$ cat src/design/u2ga_pkg.sv
package u2ga_pkg;

  // Width of the number field on the input channel.
  localparam int unsigned VALUE_W = 64;

  // Default width of the number that is actually converted.
  localparam int unsigned VALUE_BITS_DEF = 64;

  // Decimal digits of the largest 64-bit number, and the digit store width.
  localparam int unsigned NUM_DIGITS = 20;
  localparam int unsigned BCD_BITS = NUM_DIGITS * 4;
  localparam int unsigned CNT_W = $clog2(NUM_DIGITS + 1);

  // Digits per comma group, and the group phase of the top digit.
  localparam logic [1:0] GRP_LAST_DEC = 2'(3 - 1);
  localparam logic [1:0] GRP_LAST_HEX = 2'(4 - 1);
  localparam logic [1:0] GRP_INIT_DEC = 2'((NUM_DIGITS - 1) % 3);
  localparam logic [1:0] GRP_INIT_HEX = 2'((NUM_DIGITS - 1) % 4);

  // Characters.
  localparam logic [7:0] CHAR_COMMA = 8'h2C;
  localparam logic [7:0] CHAR_ZERO = 8'h30;
  localparam logic [7:0] CHAR_A = 8'h41;

  // Radix selector codes.
  localparam logic RADIX_DEC = 1'b0;
  localparam logic RADIX_HEX = 1'b1;

  typedef struct packed {
    logic [VALUE_W-1:0] value;
    logic               action;
  } in_item_t;

  typedef struct packed {
    logic [7:0] char_out;
    logic       last;
  } out_item_t;

  // Commands from the controller to the datapath.
  typedef struct packed {
    logic load;
    logic dabble;
    logic shift;
    logic emit_digit;
    logic emit_comma;
    logic emit_last;
  } u2ga_cmd_t;

  // Status from the datapath to the controller.
  typedef struct packed {
    logic bits_done;
    logic top_zero;
    logic count_one;
    logic group_zero;
    logic out_free;
  } u2ga_sts_t;

  // ASCII character of one digit, uppercase for hex letters.
  function automatic logic [7:0] digit_char(input logic [3:0] d);
    logic [7:0] c;
    if (d < 4'd10) begin
      c = CHAR_ZERO + {4'd0, d};
    end else begin
      c = CHAR_A + {4'd0, d - 4'd10};
    end
    return c;
  endfunction

endpackage

$ cat src/design/u2ga_dp.sv
module u2ga_dp import u2ga_pkg::*; #(
  parameter int unsigned VALUE_BITS = VALUE_BITS_DEF
) (
  input  logic      clk,
  input  logic      rst_n,
  input  in_item_t  in_data,
  input  u2ga_cmd_t cmd,
  output u2ga_sts_t sts,
  output logic      out_valid,
  input  logic      out_stall,
  output out_item_t out_data
);

  localparam int unsigned BIT_CNT_W = $clog2(VALUE_BITS + 1);

  logic [VALUE_BITS-1:0] bin_r;
  logic [BCD_BITS-1:0]   bcd_r;
  logic [BIT_CNT_W-1:0]  bit_cnt_r;
  logic [CNT_W-1:0]      cnt_r;
  logic [1:0]            grp_r;
  logic                  hex_r;
  logic                  out_valid_r;
  out_item_t             out_data_r;

  logic [BCD_BITS-1:0] bcd_adj;
  logic [3:0]          top_digit;

  // Add three to every decimal digit of five or more before the shift.
  always_comb begin
    for (int i = 0; i < NUM_DIGITS; i++) begin
      if (bcd_r[i*4 +: 4] >= 4'd5) begin
        bcd_adj[i*4 +: 4] = bcd_r[i*4 +: 4] + 4'd3;
      end else begin
        bcd_adj[i*4 +: 4] = bcd_r[i*4 +: 4];
      end
    end
  end

  assign top_digit = bcd_r[BCD_BITS-1 -: 4];

  // Conversion registers: load, bit-serial double dabble, digit shift.
  always_ff @(posedge clk) begin
    if (cmd.load) begin
      bin_r <= in_data.value[VALUE_BITS-1:0];
      hex_r <= in_data.action;
      cnt_r <= CNT_W'(NUM_DIGITS);
      if (in_data.action == RADIX_HEX) begin
        bcd_r     <= {{(BCD_BITS-VALUE_BITS){1'b0}}, in_data.value[VALUE_BITS-1:0]};
        bit_cnt_r <= '0;
        grp_r     <= GRP_INIT_HEX;
      end else begin
        bcd_r     <= '0;
        bit_cnt_r <= BIT_CNT_W'(VALUE_BITS);
        grp_r     <= GRP_INIT_DEC;
      end
    end else if (cmd.dabble) begin
      bcd_r     <= {bcd_adj[BCD_BITS-2:0], bin_r[VALUE_BITS-1]};
      bin_r     <= bin_r << 1;
      bit_cnt_r <= bit_cnt_r - 1'b1;
    end else if (cmd.shift) begin
      bcd_r <= bcd_r << 4;
      cnt_r <= cnt_r - 1'b1;
      if (grp_r == 2'd0) begin
        grp_r <= hex_r ? GRP_LAST_HEX : GRP_LAST_DEC;
      end else begin
        grp_r <= grp_r - 1'b1;
      end
    end
  end

  // Output register; a new beat may enter as the held one is taken.
  always_ff @(posedge clk) begin
    if (!rst_n) begin
      out_valid_r <= 1'b0;
    end else if (cmd.emit_digit || cmd.emit_comma) begin
      out_valid_r <= 1'b1;
    end else if (!out_stall) begin
      out_valid_r <= 1'b0;
    end
  end

  always_ff @(posedge clk) begin
    if (cmd.emit_digit) begin
      out_data_r.char_out <= digit_char(top_digit);
      out_data_r.last     <= cmd.emit_last;
    end else if (cmd.emit_comma) begin
      out_data_r.char_out <= CHAR_COMMA;
      out_data_r.last     <= 1'b0;
    end
  end

  assign sts.bits_done  = (bit_cnt_r == '0);
  assign sts.top_zero   = (top_digit == 4'd0);
  assign sts.count_one  = (cnt_r == CNT_W'(1));
  assign sts.group_zero = (grp_r == 2'd0);
  assign sts.out_free   = !out_valid_r || !out_stall;

  assign out_valid = out_valid_r;
  assign out_data  = out_data_r;

  // The digit counter never runs below one digit.
  a_shift_keeps_digit: assert property (@(posedge clk) disable iff (!rst_n)
    cmd.shift |-> cnt_r > CNT_W'(1))
    else $error("digit shift with only one digit left");

  // A comma is never flagged as the final character.
  a_comma_not_last: assert property (@(posedge clk) disable iff (!rst_n)
    cmd.emit_comma |=> !out_data_r.last)
    else $error("comma carries the last flag");

endmodule

$ cat src/design/u2ga_ctrl.sv
module u2ga_ctrl import u2ga_pkg::*; (
  input  logic      clk,
  input  logic      rst_n,
  input  logic      in_valid,
  output logic      in_stall,
  input  u2ga_sts_t sts,
  output u2ga_cmd_t cmd
);

  typedef enum logic [2:0] {
    ST_IDLE,
    ST_CONV,
    ST_SCAN,
    ST_DIGIT,
    ST_COMMA
  } state_t;

  state_t state_r;
  state_t state_nxt;

  // Next state and datapath commands.
  always_comb begin
    state_nxt = state_r;
    cmd       = '0;
    case (state_r)
      ST_IDLE: begin
        if (in_valid) begin
          cmd.load  = 1'b1;
          state_nxt = ST_CONV;
        end
      end
      ST_CONV: begin
        if (sts.bits_done) begin
          state_nxt = ST_SCAN;
        end else begin
          cmd.dabble = 1'b1;
        end
      end
      ST_SCAN: begin
        // Drop leading zeros, keeping at least one digit.
        if (sts.top_zero && !sts.count_one) begin
          cmd.shift = 1'b1;
        end else begin
          state_nxt = ST_DIGIT;
        end
      end
      ST_DIGIT: begin
        if (sts.out_free) begin
          cmd.emit_digit = 1'b1;
          cmd.emit_last  = sts.count_one;
          if (sts.count_one) begin
            state_nxt = ST_IDLE;
          end else begin
            cmd.shift = 1'b1;
            if (sts.group_zero) begin
              state_nxt = ST_COMMA;
            end
          end
        end
      end
      ST_COMMA: begin
        if (sts.out_free) begin
          cmd.emit_comma = 1'b1;
          state_nxt      = ST_DIGIT;
        end
      end
      default: begin
        state_nxt = ST_IDLE;
      end
    endcase
  end

  always_ff @(posedge clk) begin
    if (!rst_n) begin
      state_r <= ST_IDLE;
    end else begin
      state_r <= state_nxt;
    end
  end

  assign in_stall = (state_r != ST_IDLE);

  // Characters are only produced when the output register can take them.
  a_emit_when_free: assert property (@(posedge clk) disable iff (!rst_n)
    (cmd.emit_digit || cmd.emit_comma) |-> sts.out_free)
    else $error("character emitted into a held output register");

  // The final digit ends the item.
  a_last_ends_item: assert property (@(posedge clk) disable iff (!rst_n)
    (cmd.emit_digit && cmd.emit_last) |=> state_r == ST_IDLE)
    else $error("controller busy after the final character");

endmodule

$ cat src/design/unsigned_to_grouped_ascii_unit.sv
// Channel   Ports                          Beat
// input     in_valid, in_stall, in_data    value (64b) and radix selector
// output    out_valid, out_stall, out_data one character and last flag
//
// One item is converted at a time. A decimal item is loaded, converted by
// bit-serial double dabble over its VALUE_BITS bits, then its leading zeros are
// skipped, and then the characters are sent one by one (up to 26);
// hex items skip the double dabble and go straight from the load to the skip.
// The output register lets the next item enter while the final character waits.
// Reset is synchronous, active low, and clears the controller and output valid.
// Output stalls hold the current character and pause the controller.
module unsigned_to_grouped_ascii_unit import u2ga_pkg::*; #(
  parameter int unsigned VALUE_BITS = VALUE_BITS_DEF
) (
  input  logic      clk,
  input  logic      rst_n,
  input  logic      in_valid,
  output logic      in_stall,
  input  in_item_t  in_data,
  output logic      out_valid,
  input  logic      out_stall,
  output out_item_t out_data
);

  u2ga_cmd_t cmd;
  u2ga_sts_t sts;

  u2ga_ctrl u_ctrl (
    .clk      (clk),
    .rst_n    (rst_n),
    .in_valid (in_valid),
    .in_stall (in_stall),
    .sts      (sts),
    .cmd      (cmd)
  );

  u2ga_dp #(
    .VALUE_BITS (VALUE_BITS)
  ) u_dp (
    .clk       (clk),
    .rst_n     (rst_n),
    .in_data   (in_data),
    .cmd       (cmd),
    .sts       (sts),
    .out_valid (out_valid),
    .out_stall (out_stall),
    .out_data  (out_data)
  );

endmodule

$ cat config.mk
export PLATFORM = sky130hd
export DESIGN_NAME = unsigned_to_grouped_ascii_unit
export DESIGN_NICKNAME = d
export VERILOG_FILES = /design/src/design/u2ga_pkg.sv /design/src/design/u2ga_dp.sv /design/src/design/u2ga_ctrl.sv /design/src/design/unsigned_to_grouped_ascii_unit.sv
export SDC_FILE = /design/constraint.sdc
export NUM_CORES = 1
export LEC_CHECK = 0
export BUFFER_PORTS_ARGS = -buffer_cell sky130_fd_sc_hd__buf_4
export CORE_ASPECT_RATIO = 1.75
export CORE_UTILIZATION = 45
export CTS_CLUSTER_DIAMETER = 80
export DETAILED_ROUTE_END_ITERATION = 6
export PLACE_DENSITY = 0.65
export RECOVER_POWER = 100
export SLEW_MARGIN = 20
export SYNTH_ARGS = -nofsm -noshare
export SYNTH_HDL_FRONTEND = slang
export SYNTH_SLANG_ARGS = --single-unit
$ cat constraint.sdc
create_clock -name clk -period 3.6 [get_ports clk]
set_input_delay 0.72 -clock clk [delete_from_list [all_inputs] [get_ports clk]]
set_output_delay 0.72 -clock clk [all_outputs]
set_load 0.01 [all_outputs]
==> summary.md <==
| Metric | Value |
|---|---|
| Status | finished with violations |
| Failing checks | design-rule violations, max-capacitance violations, max-slew violations |
| Fin. max-slew vios | 161 |
| Final TNS setup | 0 ps |
| Initial Util | 0.4635 |
| Core Util, Final | 0.5324 |
| Post-synth ARST share | 0 |
| Multi-input gate area | 0.004039 mm² |
| Crit share post-route | 0.8338 |
| Final hold violations | 0 |
| Root Driver | clkbuf_16 |
| Filler cell count | 1870 |
| F_max | 333.1 MHz |
| Via density | 5.512 |
| Mapped Area | 0.009483 mm² |
| Post-synth cell types | 51 |
| Primary FF master, synth | edfxtp_1 |
| Area leader, netlist | edfxtp_1 |
| Startpoint types | flip-flop |
| CTS HTree Levels | 4 |
| Synthesized flop and latch total | 171 |
| Clock Skew | 9.717 ps |
| Worst-margin pin slew | 1805 ps |
| Number of gates resized after CTS | 0 |
| Pwr/cell area | 986.4 mW/mm² |
| CP Class | reg -> reg |
| Clock Latency Late Sink | 430 ps |
| Mapped Nets | 1093 |
| Clk buf depth | 2 |
| Routability-driven placement congestion ratio | 0.8102 |
| Slew headroom | -0.2031 |
| Core Rows | 69 |
| Diode count | 0 |
| Worst hold path class | reg -> reg |
| WL per Instance | 16.28 µm |
| Setup bufs post-CTS | 0 |
| Largest net degree at the start of global routing | 89 |
| FF-to-FF Start | u_dp.bit_cnt_r[3] |
| Antenna violations before repair | 0 |
| Leakage | 4.382 nW |
| # clock sinks | 171 |
| Final ANT Viol Nets | 0 |
| Post-synth top area share | 0.5130 |
| EDFF count, synth | 162 |
| Critical Path RT | 3720 ps |
| Top-count cell post-synth | nand2_1 |
| Most frequent cells after synthesis | nand2_1 (261), edfxtp_1 (162), a21oi_1 (74), o21ai_0 (65), inv_1 (57) |
| DRC viols | 3 |
| Maxcap violations | 2 |
| TritonCTS Buffers | 17 |
| Register area | 0.005045 mm² |
| Gr usage total | 0.2067 |
| Clock slew at reported path FFs | 70 ps |
| Total number of vias | 7188 |
| WP data arrival | 3130 ps |
| Crit path time final | 3002 ps |
| Yosys warning count | 0 |
| Synth top area cells | edfxtp_1 (51%), nand2_1 (10%), ha_1 (6.2%) |
| RSZ-0062 raised after global routing | no |
| CTS Hold Bufs | 0 |
| Share of layout cells above drive strength 1 | 0.1127 |
| Buffers on Ports | 78 |
| Die W | 111.7 µm |
| HPWL Detailed | 14120 µm |
| Layout Nets | 1159 |
| VDD IR max | 0.3703 mV |
| Ports | 80 |
| Worst Path Max Fanout | 45 |
| Core area | 0.02046 mm² |
| First-pass GRT wire length | 35600 µm |
| Die Span Y | 194.0 µm |
| Drt initial violations | 540 |
| Critical path startpoint | u_dp.bit_cnt_r[3] |
| DRT Pass-1 Iters | 7 |
| Synthesis-to-finish area growth | 14.88% |
| Setup violators final | 0 |
| CP Capture Type | flip-flop |
| HP Start | u_dp.out_valid |
| Vias in the first global route | 7270 |
| Overflow after GRT | 0 |
| CTS tree | yes |
| WL final | 21230 µm |
| Die area | 0.02168 mm² |
| Post-Syn Instances | 977 |
| Seq/Total Area, Yosys | 0.5320 |
| Syn avg cell area | 9.706 µm² |
-- sequential cells by signal, indices dropped and copies added (netlist names) --
name,flops
u_dp.bin_r,64
u_dp.bit_cnt_r,7
u_dp.hex_r,1
u_dp.cnt_r,5
u_dp.out_data,8
u_ctrl.state_r,3
u_dp.grp_r,2
u_dp.bcd_r,80
u_dp.out_valid,1
-- worst max-delay path: stages, from the launching register on --
cell,delay [ps]
edfxtp_1,420
nor3_1,440
a311oi_1,190
buf_4,240
nor2_4,110
buf_4,490
nand2_4,390
clkbuf_2,380
-- metrics by stage --
stage	std cells	setup slack, ps	hold WS (ps)	power [W]	instance area [µm²]
CTS	1304	815.0	496.4	0.01089	10980
detailed placement	1272	845.9	502.6	0.008914	10360
finish	1304	598.1	513.2	0.01075	10890
global route	1304	339.7	525.4	0.01166	10890
global placement	1272	889.6	490.0	0.008820	10360
floorplan	977	776.0	468.7	0.007657	9485
-- power by group --
part           internal [W]  total (W)  switching [W]  leakage [nW]
sequential          0.00376    0.00450       0.000745          1.67
combinational       0.00170    0.00431        0.00260          2.41
clock               0.00114    0.00193       0.000797         0.301
-- layer usage --
layer,global-route usage,vias to the layer above,routed length [µm]
li1,-,3588,-
met1,0.2403,3456,8861
met2,0.3819,120,11450
met3,0.03126,24,544
met4,0.06957,0,372
met5,0,-,0
-- cell families (layout without fill, tap and decap cells) --
family	count (synthesis)	in the layout	share of synthesized area
simple gates	399	399	0.1855
mux	2	2	0.002111
fa+ha+maj	47	47	0.06201
buf+inv	102	181	0.04249
compound gates	226	226	0.1487
flops	171	171	0.5320
other cells	1	1	0.0003955
xor+xnor	29	29	0.02678
-- area by class of cell --
class | instances | share of cell area
multi-input cells | 704 | 0.3707
repair buffers | 91 | 0.06087
flip-flops and latches | 171 | 0.4631
clock buffers | 19 | 0.04158
well taps | 248 | 0.02848
clock inverters | 13 | 0.01528
inverters | 58 | 0.01998
-- worst paths after layout --
kind / to / cells after the start / slack (ps)
max: u_dp.bcd_r[57] / 7 / 600
min: u_dp.out_valid / 2 / 510
max reg2reg: u_dp.bcd_r[57] / 7 / 600
min reg2reg: u_dp.out_valid / 2 / 510
-- cell usage in the layout, fill, tap and decap left out, types with 3 or more instances in the layout --
| cell type | Yosys | layout |
|---|---|---|
| a21oi_1 | 74 | 74 |
| nand3_1 | 19 | 19 |
| clkbuf_16 | 0 | 17 |
| clkinv_4 | 0 | 3 |
| dfxtp_1 | 9 | 9 |
| nor3_1 | 10 | 11 |
| bufinv_16 | 0 | 3 |
| nand2_1 | 261 | 259 |
| and3_1 | 3 | 3 |
| buf_4 | 1 | 71 |
| o211ai_1 | 7 | 7 |
| xnor2_1 | 25 | 25 |
| a221o_1 | 15 | 15 |
| clkinv_2 | 0 | 3 |
| nand2b_1 | 16 | 16 |
| inv_1 | 57 | 57 |
| xor2_1 | 4 | 4 |
| buf_12 | 0 | 3 |
| o221ai_1 | 16 | 16 |
| o21bai_1 | 6 | 6 |
| a22oi_1 | 30 | 30 |
| nor3b_1 | 19 | 19 |
| edfxtp_1 | 162 | 162 |
| nand3b_1 | 3 | 3 |
| or3_1 | 3 | 3 |
| o21ai_0 | 65 | 66 |
| nor2_1 | 45 | 45 |
| ha_1 | 47 | 47 |
| nor2b_1 | 6 | 6 |
| clkbuf_1 | 23 | 12 |
| and2_0 | 0 | 3 |
| clkbuf_2 | 0 | 5 |
Note: power is estimated with default switching activity, not from simulation.
